$ cat src/hdl/sal_pkg.sv
// sal_pkg: shared sizes, request and status codes, and the per-cell control struct
// for the sorted array list. No dependencies.
`default_nettype none

package sal_pkg;

  localparam int unsigned DEPTH  = 16;
  localparam int unsigned DATA_W = 32;
  localparam int unsigned REQ_W  = 3;
  localparam int unsigned STAT_W = 2;
  localparam int unsigned RES_W  = 5;
  localparam int unsigned CNT_W  = $clog2(DEPTH + 1);

  // request codes
  localparam logic [REQ_W-1:0] OP_INS_SORT  = 3'd0;
  localparam logic [REQ_W-1:0] OP_INS_HEAD  = 3'd1;
  localparam logic [REQ_W-1:0] OP_SEARCH    = 3'd2;
  localparam logic [REQ_W-1:0] OP_DEL_FIRST = 3'd3;
  localparam logic [REQ_W-1:0] OP_DEL_ALL   = 3'd4;
  localparam logic [REQ_W-1:0] OP_CLEAR     = 3'd5;

  // status codes
  localparam logic [STAT_W-1:0] ST_OK        = 2'd0;
  localparam logic [STAT_W-1:0] ST_FULL      = 2'd1;
  localparam logic [STAT_W-1:0] ST_NOT_FOUND = 2'd2;

  // broadcast to every cell of the row
  typedef struct packed {
    logic capture;  // load compare flags against the broadcast value
    logic head;     // head insert: no entry counts as less or equal
    logic insert;   // open a gap and place the broadcast value
    logic remove;   // close the gap at the first match
  } cell_ctl_t;

endpackage

`default_nettype wire

$ cat src/hdl/sorted_array_list.sv
// sorted_array_list: top level; request sequencer driving a row of sal_cell slots.
// Depends on sal_pkg and sal_cell.
`default_nettype none

// Fixed-capacity list of signed 32-bit values (DEPTH slots) supporting sorted insert,
// head insert, search, delete-first, delete-all and clear. A request is taken when
// start is high and busy is low; one result appears on the result ports for exactly
// one cycle with done_o high, and the receiver cannot hold it off. Each request
// compares across the row and then shifts, and no new request is taken until its
// result is out. Delete-all repeats the compare-and-shift pair once per removed
// entry. busy stays high until the result has been produced.

module sorted_array_list (
  input  wire                                      clk_i,
  input  wire                                      rst_ni,
  input  wire                                      start,
  output logic                                     busy,
  input  wire  logic [sal_pkg::REQ_W-1:0]          req_type_i,
  input  wire  logic signed [sal_pkg::DATA_W-1:0]  value_i,
  output logic                                     done_o,
  output logic [sal_pkg::STAT_W-1:0]               status_o,
  output logic                                     found_o,
  output logic [sal_pkg::RES_W-1:0]                removed_o,
  output logic [sal_pkg::RES_W-1:0]                count_o,
  output logic                                     full_res_o,
  output logic                                     empty_res_o
);
  import sal_pkg::*;

  typedef enum logic [1:0] {
    S_IDLE,
    S_EVAL,
    S_APPLY
  } state_e;

  state_e                   state_q, state_d;
  logic [REQ_W-1:0]         op_q, op_d;
  logic signed [DATA_W-1:0] val_q, val_d;
  logic [CNT_W-1:0]         count_q, count_d;
  logic [CNT_W-1:0]         removed_q, removed_d;
  logic                     done_q, done_d;
  logic [STAT_W-1:0]        status_q, status_d;
  logic                     found_q, found_d;
  logic [RES_W-1:0]         rem_res_q, rem_res_d;
  logic [RES_W-1:0]         cnt_res_q, cnt_res_d;
  logic                     full_q, full_d;
  logic                     empty_q, empty_d;

  cell_ctl_t                ctl;
  logic signed [DATA_W-1:0] cmp_val;
  logic [DEPTH-1:0]         occ;
  logic signed [DATA_W-1:0] ent_w [DEPTH];
  logic [DEPTH-1:0]         le_w;
  logic [DEPTH-1:0]         le_any_w;
  logic [DEPTH-1:0]         eq_any_w;
  logic                     any_eq;
  logic                     is_full;

  assign busy    = (state_q != S_IDLE);
  assign cmp_val = (state_q == S_IDLE) ? value_i : val_q;
  assign any_eq  = eq_any_w[DEPTH-1];
  assign is_full = (count_q == CNT_W'(DEPTH));

  always_comb begin
    for (int i = 0; i < DEPTH; i++) begin
      occ[i] = (CNT_W'(i) < count_q);
    end
  end

  // ---------------------------------------------------------------------------
  // cell row
  // ---------------------------------------------------------------------------
  for (genvar i = 0; i < DEPTH; i++) begin : g_cell
    logic signed [DATA_W-1:0] below_ent;
    logic signed [DATA_W-1:0] above_ent;
    logic                     le_below;
    logic                     le_above_any;
    logic                     eq_below_any;

    if (i == 0) begin : g_bottom
      // a virtual slot below the row always compares less or equal
      assign below_ent    = '0;
      assign le_below     = 1'b1;
      assign eq_below_any = 1'b0;
    end else begin : g_mid_lo
      assign below_ent    = ent_w[i-1];
      assign le_below     = le_w[i-1];
      assign eq_below_any = eq_any_w[i-1];
    end

    if (i == DEPTH - 1) begin : g_top
      assign above_ent    = '0;
      assign le_above_any = 1'b0;
    end else begin : g_mid_hi
      assign above_ent    = ent_w[i+1];
      assign le_above_any = le_any_w[i+1];
    end

    sal_cell u_cell (
      .clk_i          (clk_i),
      .ctl_i          (ctl),
      .cmp_val_i      (cmp_val),
      .occ_i          (occ[i]),
      .below_ent_i    (below_ent),
      .above_ent_i    (above_ent),
      .le_below_i     (le_below),
      .le_above_any_i (le_above_any),
      .eq_below_any_i (eq_below_any),
      .ent_o          (ent_w[i]),
      .le_o           (le_w[i]),
      .le_any_o       (le_any_w[i]),
      .eq_any_o       (eq_any_w[i])
    );
  end

  // ---------------------------------------------------------------------------
  // request sequencer
  // ---------------------------------------------------------------------------
  always_comb begin
    logic              emit;
    logic [STAT_W-1:0] st;
    logic              fnd;
    logic [CNT_W-1:0]  rem;

    emit      = 1'b0;
    st        = ST_OK;
    fnd       = 1'b0;
    rem       = '0;
    state_d   = state_q;
    op_d      = op_q;
    val_d     = val_q;
    count_d   = count_q;
    removed_d = removed_q;
    done_d    = 1'b0;
    status_d  = status_q;
    found_d   = found_q;
    rem_res_d = rem_res_q;
    cnt_res_d = cnt_res_q;
    full_d    = full_q;
    empty_d   = empty_q;
    ctl       = '0;

    case (state_q)
      S_IDLE: begin
        if (start) begin
          op_d        = req_type_i;
          val_d       = value_i;
          removed_d   = '0;
          ctl.capture = 1'b1;
          ctl.head    = (req_type_i == OP_INS_HEAD);
          state_d     = S_APPLY;
        end
      end
      S_EVAL: begin
        ctl.capture = 1'b1;
        state_d     = S_APPLY;
      end
      S_APPLY: begin
        emit = 1'b1;
        case (op_q)
          OP_INS_SORT, OP_INS_HEAD: begin
            if (is_full) begin
              st = ST_FULL;
            end else begin
              ctl.insert = 1'b1;
              count_d    = count_q + CNT_W'(1);
            end
          end
          OP_SEARCH: begin
            fnd = any_eq;
            st  = any_eq ? ST_OK : ST_NOT_FOUND;
          end
          OP_DEL_FIRST: begin
            fnd = any_eq;
            st  = any_eq ? ST_OK : ST_NOT_FOUND;
            if (any_eq) begin
              ctl.remove = 1'b1;
              count_d    = count_q - CNT_W'(1);
              rem        = CNT_W'(1);
            end
          end
          OP_DEL_ALL: begin
            if (any_eq) begin
              // drop one match and compare again
              ctl.remove = 1'b1;
              count_d    = count_q - CNT_W'(1);
              removed_d  = removed_q + CNT_W'(1);
              state_d    = S_EVAL;
              emit       = 1'b0;
            end else begin
              fnd = (removed_q != '0);
              st  = fnd ? ST_OK : ST_NOT_FOUND;
              rem = removed_q;
            end
          end
          OP_CLEAR: begin
            rem     = count_q;
            count_d = '0;
          end
          default: begin
          end
        endcase
        if (emit) begin
          done_d    = 1'b1;
          status_d  = st;
          found_d   = fnd;
          rem_res_d = RES_W'(rem);
          cnt_res_d = RES_W'(count_d);
          full_d    = (count_d == CNT_W'(DEPTH));
          empty_d   = (count_d == '0);
          state_d   = S_IDLE;
        end
      end
      default: begin
        state_d = S_IDLE;
      end
    endcase
  end

  always_ff @(posedge clk_i or negedge rst_ni) begin
    if (!rst_ni) begin
      state_q   <= S_IDLE;
      op_q      <= '0;
      val_q     <= '0;
      count_q   <= '0;
      removed_q <= '0;
      done_q    <= 1'b0;
      status_q  <= ST_OK;
      found_q   <= 1'b0;
      rem_res_q <= '0;
      cnt_res_q <= '0;
      full_q    <= 1'b0;
      empty_q   <= 1'b1;
    end else begin
      state_q   <= state_d;
      op_q      <= op_d;
      val_q     <= val_d;
      count_q   <= count_d;
      removed_q <= removed_d;
      done_q    <= done_d;
      status_q  <= status_d;
      found_q   <= found_d;
      rem_res_q <= rem_res_d;
      cnt_res_q <= cnt_res_d;
      full_q    <= full_d;
      empty_q   <= empty_d;
    end
  end

  assign done_o      = done_q;
  assign status_o    = status_q;
  assign found_o     = found_q;
  assign removed_o   = rem_res_q;
  assign count_o     = cnt_res_q;
  assign full_res_o  = full_q;
  assign empty_res_o = empty_q;

  // ---------------------------------------------------------------------------
  // assertions
  // ---------------------------------------------------------------------------
  a_done_after_apply: assert property (@(posedge clk_i) disable iff (!rst_ni)
    done_q |-> $past(state_q == S_APPLY))
    else $error("result strobe without a finishing apply step");

  a_accept_sets_busy: assert property (@(posedge clk_i) disable iff (!rst_ni)
    (start && !busy) |=> (busy && !done_q))
    else $error("accepted request did not raise busy");

  a_full_insert_holds: assert property (@(posedge clk_i) disable iff (!rst_ni)
    (state_q == S_APPLY && is_full && (op_q == OP_INS_SORT || op_q == OP_INS_HEAD))
      |=> (count_q == $past(count_q) && status_q == ST_FULL))
    else $error("insert into a full list changed the count");

  a_count_in_range: assert property (@(posedge clk_i) disable iff (!rst_ni)
    done_q |-> (count_q <= CNT_W'(DEPTH) && empty_q == (count_q == '0)))
    else $error("count out of range or empty flag inconsistent");

endmodule

`default_nettype wire

$ cat src/hdl/sal_cell.sv
// sal_cell: one slot of the list row; holds an entry and its compare flags and
// passes entries and flag chains to its neighbors. Depends on sal_pkg.
`default_nettype none

module sal_cell (
  input  wire                              clk_i,
  input  wire  sal_pkg::cell_ctl_t         ctl_i,
  input  wire  logic signed [sal_pkg::DATA_W-1:0] cmp_val_i,
  input  wire                              occ_i,
  input  wire  logic signed [sal_pkg::DATA_W-1:0] below_ent_i,
  input  wire  logic signed [sal_pkg::DATA_W-1:0] above_ent_i,
  input  wire                              le_below_i,
  input  wire                              le_above_any_i,
  input  wire                              eq_below_any_i,
  output logic signed [sal_pkg::DATA_W-1:0] ent_o,
  output logic                             le_o,
  output logic                             le_any_o,
  output logic                             eq_any_o
);
  import sal_pkg::*;

  logic signed [DATA_W-1:0] ent_q;
  logic                     le_q;
  logic                     eq_q;
  logic                     take_below;
  logic                     place;

  // suffix chain of "entry <= value" going down, prefix chain of matches going up
  assign le_any_o = le_q | le_above_any_i;
  assign eq_any_o = eq_q | eq_below_any_i;

  // the new value lands just above the highest entry not greater than it
  assign take_below = !(le_below_i | le_any_o);
  assign place      = le_below_i & !le_any_o;

  always_ff @(posedge clk_i) begin
    if (ctl_i.capture) begin
      le_q <= occ_i & !ctl_i.head & (ent_q <= cmp_val_i);
      eq_q <= occ_i & (ent_q == cmp_val_i);
    end
    if (ctl_i.insert) begin
      if (take_below) begin
        ent_q <= below_ent_i;
      end else if (place) begin
        ent_q <= cmp_val_i;
      end
    end else if (ctl_i.remove && eq_any_o) begin
      ent_q <= above_ent_i;
    end
  end

  assign ent_o = ent_q;
  assign le_o  = le_q;

endmodule

`default_nettype wire

$ cat config.mk
export PLATFORM = sky130hd
export DESIGN_NAME = sorted_array_list
export DESIGN_NICKNAME = d
export VERILOG_FILES = /design/src/hdl/sal_pkg.sv /design/src/hdl/sorted_array_list.sv /design/src/hdl/sal_cell.sv
export SDC_FILE = /design/constraint.sdc
export NUM_CORES = 2
export LEC_CHECK = 0
export BUFFER_PORTS_ARGS = -buffer_cell sky130_fd_sc_hd__buf_2
export CAP_MARGIN = 20
export CORE_ASPECT_RATIO = 1.1
export CORE_UTILIZATION = 30
export DETAILED_ROUTE_END_ITERATION = 16
export GPL_ROUTABILITY_DRIVEN = 0
export SETUP_SLACK_MARGIN = 0.02
export SYNTH_ARGS = -nofsm -noshare
export SYNTH_HDL_FRONTEND = slang
export SYNTH_HIERARCHICAL = 1
export SYNTH_SLANG_ARGS = --single-unit
$ cat constraint.sdc
create_clock -name clk_i -period 13.1 [get_ports clk_i]
set_clock_uncertainty 0.1 [all_clocks]
set_input_delay 1.965 -clock clk_i [delete_from_list [all_inputs] [get_ports clk_i]]
set_output_delay 1.965 -clock clk_i [all_outputs]
set_load 0.05 [all_outputs]
Word level (Yosys, flattened, before mapping). Index checks and enable logic that the tools add are counted.

Bits in registers: 607. Output and inout port bits: 17.

Add/sub/neg operators: 3. Order comparisons: 32. Eq/ne operators: 47. Multiplexer cells: 100. Bitwise logic cells: 93. Reductions and logical operators: 77.

Operators by type and width (number): two-way mux 32 bit (64); equality test 32 bit (16); less-or-equal comparator 32 bit (16); AND 1 bit (63); inequality test 3 x 2 -> 1 bit (second input constant) (16); less-than comparator 4 x 5 -> 1 bit (first input constant) (8); AND reduction 2 bit (18); nonzero test 2 bit (18); two-way mux 5 bit (7); bitwise OR 1 bit (30); one-hot mux 5 bit (3 select lines) (2); less-than comparator 3 x 5 -> 1 bit (first input constant) (4); two-way mux 2 bit (9); logical AND 1 bit (16); logical NOT 1 bit (16); two-way mux 1 bit (13); one-hot mux 2 bit (3 select lines) (2); adder 5 x 1 -> 5 bit (second input constant) (2); equality test 5 bit (second input constant) (2); less-than comparator 1 x 5 -> 1 bit (first input constant) (2); less-than comparator 2 x 5 -> 1 bit (first input constant) (2); one-hot mux 5 bit (2 select lines) (1); equality test 3 x 1 -> 1 bit (second input constant) (2); equality test 3 x 2 -> 1 bit (second input constant) (2); 15 further kinds (21).

Logic depth before layout (Yosys ltp).
Word-level depth: 21. Mapped depth: 23. Depth with buffers taken out: 22.

Hierarchy. The synthesis kept the hierarchy.

Modules (own cells, without submodules): sal_cell (times used 16, cells an instance 266, area each 2626.3 um2, seq. area each 1021.0 um2); sorted_array_list (times used 1, cells an instance 322, area each 3430.8 um2, seq. area each 1577.8 um2).

Least setup slack after synthesis. OpenSTA, ideal clock, no wires.

Path kind: register to register. Start: reg g_cell[15].u_cell.le_q. End: reg g_cell[0].u_cell.ent_q[0] (enable). Arrival: 7.453 ns. Path slack: 5.111 ns. Cell stages (with the launch flop): 18. Path buffers: 0. Period minus slack after synthesis: 7.989 ns. Cells stage by stage: edfxtp_1 or2_2 or2_2 or2_2 or2_2 or2_2 or2_2 or2_2 or2_2 or2_2 or2_2 or2_2 or2_2 or2_2 or2_2 or2_2 or2_2 mux2i_1.

Longest elaborated chain between the ends: 17.

Ends and longest elaborated chain: start, declared (RTL line sal_cell.sv:23) `logic le_q;`; start signal, assigned (RTL line sal_cell.sv:38) `le_q <= occ_i & !ctl_i.head & (ent_q <= cmp_val_i);`; bitwise OR 1 bit (RTL line sal_cell.sv:29) `assign le_any_o = le_q | le_above_any_i;`; net g_cell[13].le_above_any (RTL line sorted_array_list.sv:77) `logic le_above_any;`; bitwise OR 1 bit (RTL line sal_cell.sv:29); net g_cell[12].le_above_any (RTL line sorted_array_list.sv:77); bitwise OR 1 bit (RTL line sal_cell.sv:29); net g_cell[11].le_above_any (RTL line sorted_array_list.sv:77); bitwise OR 1 bit (RTL line sal_cell.sv:29); net g_cell[10].le_above_any (RTL line sorted_array_list.sv:77); (+1 left out); net g_cell[9].le_above_any (RTL line sorted_array_list.sv:77); (+1 left out); net g_cell[8].le_above_any (RTL line sorted_array_list.sv:77); (+1 left out); net g_cell[7].le_above_any (RTL line sorted_array_list.sv:77); (+1 left out); net g_cell[6].le_above_any (RTL line sorted_array_list.sv:77); (+1 left out); net g_cell[5].le_above_any (RTL line sorted_array_list.sv:77); (+1 left out); net g_cell[4].le_above_any (RTL line sorted_array_list.sv:77); (+1 left out); net g_cell[3].le_above_any (RTL line sorted_array_list.sv:77); (+1 left out); net g_cell[2].le_above_any (RTL line sorted_array_list.sv:77); bitwise OR 1 bit (RTL line sal_cell.sv:29); net g_cell[1].le_above_any (RTL line sorted_array_list.sv:77); bitwise OR 1 bit (RTL line sal_cell.sv:29); net g_cell[0].le_above_any (RTL line sorted_array_list.sv:77); bitwise OR 1 bit (RTL line sal_cell.sv:29); net le_any_w[0] (RTL line sorted_array_list.sv:54) `logic [DEPTH-1:0] le_any_w;`; inequality test 2 bit (no source line); AND reduction 2 bit (no source line); end signal, assigned (RTL line sal_cell.sv:43) `ent_q <= below_ent_i;`; end signal, assigned (RTL line sal_cell.sv:45) `ent_q <= cmp_val_i;`; end signal, assigned (RTL line sal_cell.sv:48) `ent_q <= above_ent_i;`; end, declared (RTL line sal_cell.sv:22) `logic signed [DATA_W-1:0] ent_q;`.

The timed path passes the listed nets, and every way through them passes these cells. A chain may end at the register's enable or synchronous reset.

Worst setup path in the final report.
Start: reg g_cell[15].u_cell.le_q. End: reg g_cell[0].u_cell.ent_q[13] (enable).

Same word-level chain as after synthesis.

==> impl_metrics.toml <==
[outcome]
status = "complete, no violations"

[logic_synthesis]
synthAdderAreaFrac_pct = 14.3
synthSimpleGateAreaFrac_pct = 14.0
synth_top_family_by_area = "adder cells"
synth_edf_count = 544
seq_area_frac_synth_pct = 39.4
syn_avg_cell_area_um2 = 9.93
synth_area_leaders = "edfxtp_1, ha_1, mux2i_1"
ys_seq_elements = 607
synth_flop_cell = "edfxtp_1"
synth_xor_area_share_pct = 0.0578
async_flop_share_pct = 10.4
synth.area.mux_share_pct = 13.3
yosys.area.top_type_share_pct = 35.9
syn_area_mm2 = 0.0455
yosys.area.top_type = "edfxtp_1"
synth_compound_area_share_pct = 12.5
synthDistinctLibCells = 67
syn_inst = 4578
yosys_warnings = 6

[clock_network]
cts_sinks = 607
htree_levels = 3
postCtsSetupRepairBufs = 0
cts.path.max_buffers = 3
cts_tree = "yes"
clk_latency_ps = 630
cts_root_buf = "clkbuf_16"
clk_pin_slew_ps = 60
cts_hold_buf = 0
cts_buffers = 75
cts_resized = 0

[power]
p_int_mw = 4.77
seqPwrFrac_pct = 35.4
power_leakage_nw = 21.0
pwr-share-comb_pct = 38.3
power.density_mw_per_mm2 = 150
power.share.clock_pct = 26.3
power.switching_mw = 2.90
peakVddDrop_mv = 0.146
p_sw_share_pct = 37.8

[detailed_routing]
routed_wl_um = 108000
viasPerCell = 4.88
drc = 0
drt_iter0_markers = 1831
wl_per_cell_um = 16.3
vias = 32465
ant_nets = 0
firstDrtPassIters = 5

[sta]
hold_violations = 0
timing.final.crit_share_pct = 56.7
fin_setup_tns_ps = 0
rsz0062_at_grt = "no"
setup_viol = 0
period_minus_slack_ps = 7420
maxSlewViolCount = 0
worst_pin_slew_ps = 1150
fmax_mhz = 135
slew_headroom_pct = 23.2
hold-worst-slack_ps = 369

[worst_setup_path]
path_max_fanout = 20
worstPathRequired_ps = 13330
setup.worst_path.class = "flip-flop to flip-flop"
crit_arrival_ps = 7650
startpoint_type = "flip-flop"
critPathCaptureType = "flip-flop"

[final_layout]
syn_to_final_growth_pct = 12.2
layout_common_cells = "a21oi_1, nor2_1, inv_1"
num_antenna_cells = 0
layout-drive-gt1-share_pct = 9.78
layout_commonest_cell = "a21oi_1"
nets = 5196

[floorplan]
core_area_mm2 = 0.150
start_util_pct = 30.3
die_h_um = 410
io_pins = 55
die_w_um = 373
std_cell_rows = 149
die_area_mm2 = 0.153

[global_routing]
grt_max_degree = 197
grt_pass1_vias = 32165
track_usage_pct = 13.8
grt_pass1_wl_um = 174000
antenna_found_initial = 0
grt_overflow = 0

[worst_hold_path]
min_path_type = "flip-flop to flip-flop"

[placement]
post-dp-hpwl_um = 83600
io_buffer_count = 54

[run]
maxCapViolCount = 0
==> power by group through the flow <==
stage | clock network, mW | logic [mW] | registers, mW
global route | 2.13 | 3.31 | 2.75
CTS | 2.07 | 2.93 | 2.71
global placement | 0 | 2.77 | 2.75
detailed placement | 0 | 2.92 | 2.75
floorplan | 0 | 2.17 | 2.69
finish | 2.02 | 2.94 | 2.72
==> registers in the layout, summed over array words and instances (netlist names) <==
| name | flops |
|---|---|
| state_q | 2 |
| g_cell.u_cell/eq_q | 16 |
| full_res_o | 1 |
| status_o | 2 |
| op_q | 3 |
| g_cell.u_cell/le_o | 16 |
| removed_q | 5 |
| g_cell.u_cell/ent_o | 512 |
| val_q | 32 |
| empty_res_o | 1 |
| done_o | 1 |
| count_q | 5 |
| count_o | 5 |
| found_o | 1 |
| removed_o | 5 |
==> synthesized netlist by cell type, types with 17 or more instances <==
cell / n
a21oi_1: 709
nor2_1: 561
inv_1: 554
edfxtp_1: 544
mux2i_1: 528
ha_1: 518
nand2_1: 193
clkbuf_1: 125
o21ai_0: 84
nand4_1: 68
mux2_2: 67
dfrtp_1: 62
a21o_1: 53
nand3_1: 51
buf_4: 48
nand2b_1: 41
nor4_4: 32
or2_2: 32
nor2b_1: 21
nor3_1: 21
o211ai_1: 17
o21a_1: 17
==> routing by layer <==
layer	global-route usage, %	up-vias	share of wire [%]
li1	-	16611	-
met1	19.3	15128	49
met2	22.3	562	45
met3	1.43	164	3.4
met4	4.42	0	2.9
met5	0	-	0
==> logic make-up after synthesis <==
group	after synthesis
fa+ha+maj	518
flops	607
simple gates	1125
compound gates	992
mux	595
buf+inv	736
xor+xnor	3
other cells	2
==> per-stage QoR <==
stage / area (um^2) / total power [mW] / std cells / util (%) / setup WS [ps]
6_report: 51000 / 7.67 / 6655 / 34.0 / 5680
5_1_grt: 51000 / 8.19 / 6655 / 34.0 / 5450
4_1_cts: 50700 / 7.72 / 6644 / 33.8 / 5460
3_5_place_dp: 48400 / 5.67 / 6515 / 32.2 / 5460
3_3_place_gp: 47900 / 5.52 / 6496 / 31.9 / 5450
2_1_floorplan: 45700 / 4.86 / 4643 / - / 5110
==> final cells by class <==
class / instances / area [um^2]
clock buffers: 92 / 2020
well taps: 1963 / 2460
fillers: 15105 / 99100
repair buffers: 102 / 1170
multi-input cells: 3300 / 25100
flip-flops and latches: 607 / 17900
clock inverters: 37 / 305
inverters: 554 / 2080
==> worst max-delay path, stage by stage, from the launching register on <==
cell	delay [ps]
edfxtp_1	340
or2_2	330
or2_2	370
or2_2	370
or2_2	370
or2_2	370
or2_2	380
or2_2	380
or2_2	370
or2_2	380
or2_2	380
or2_2	380
or2_2	370
or2_2	370
or2_2	380
or2_2	370
or2_2	360
mux2i_4	490
buf_16	230
==> worst paths after layout <==
kind,from,end,slack (ps),cells after the start
setup / recovery,g_cell[15].u_cell/le_o$_DFFE_PP_,g_cell[0].u_cell/ent_o[13]$_DFFE_PP_,5680,18
hold / removal,empty_res_o$_DFFE_PN1P_,empty_res_o$_DFFE_PN1P_,370,2
setup reg to reg,g_cell[15].u_cell/le_o$_DFFE_PP_,g_cell[0].u_cell/ent_o[13]$_DFFE_PP_,5680,18
hold reg to reg,empty_res_o$_DFFE_PN1P_,empty_res_o$_DFFE_PN1P_,370,2
max in group asynchronous,rst_ni,full_res_o$_DFFE_PN0P_,10830,2
min in group asynchronous,rst_ni,val_q[26]$_DFFE_PN0P_,1040,1
Note: power is estimated with default switching activity, not from simulation.
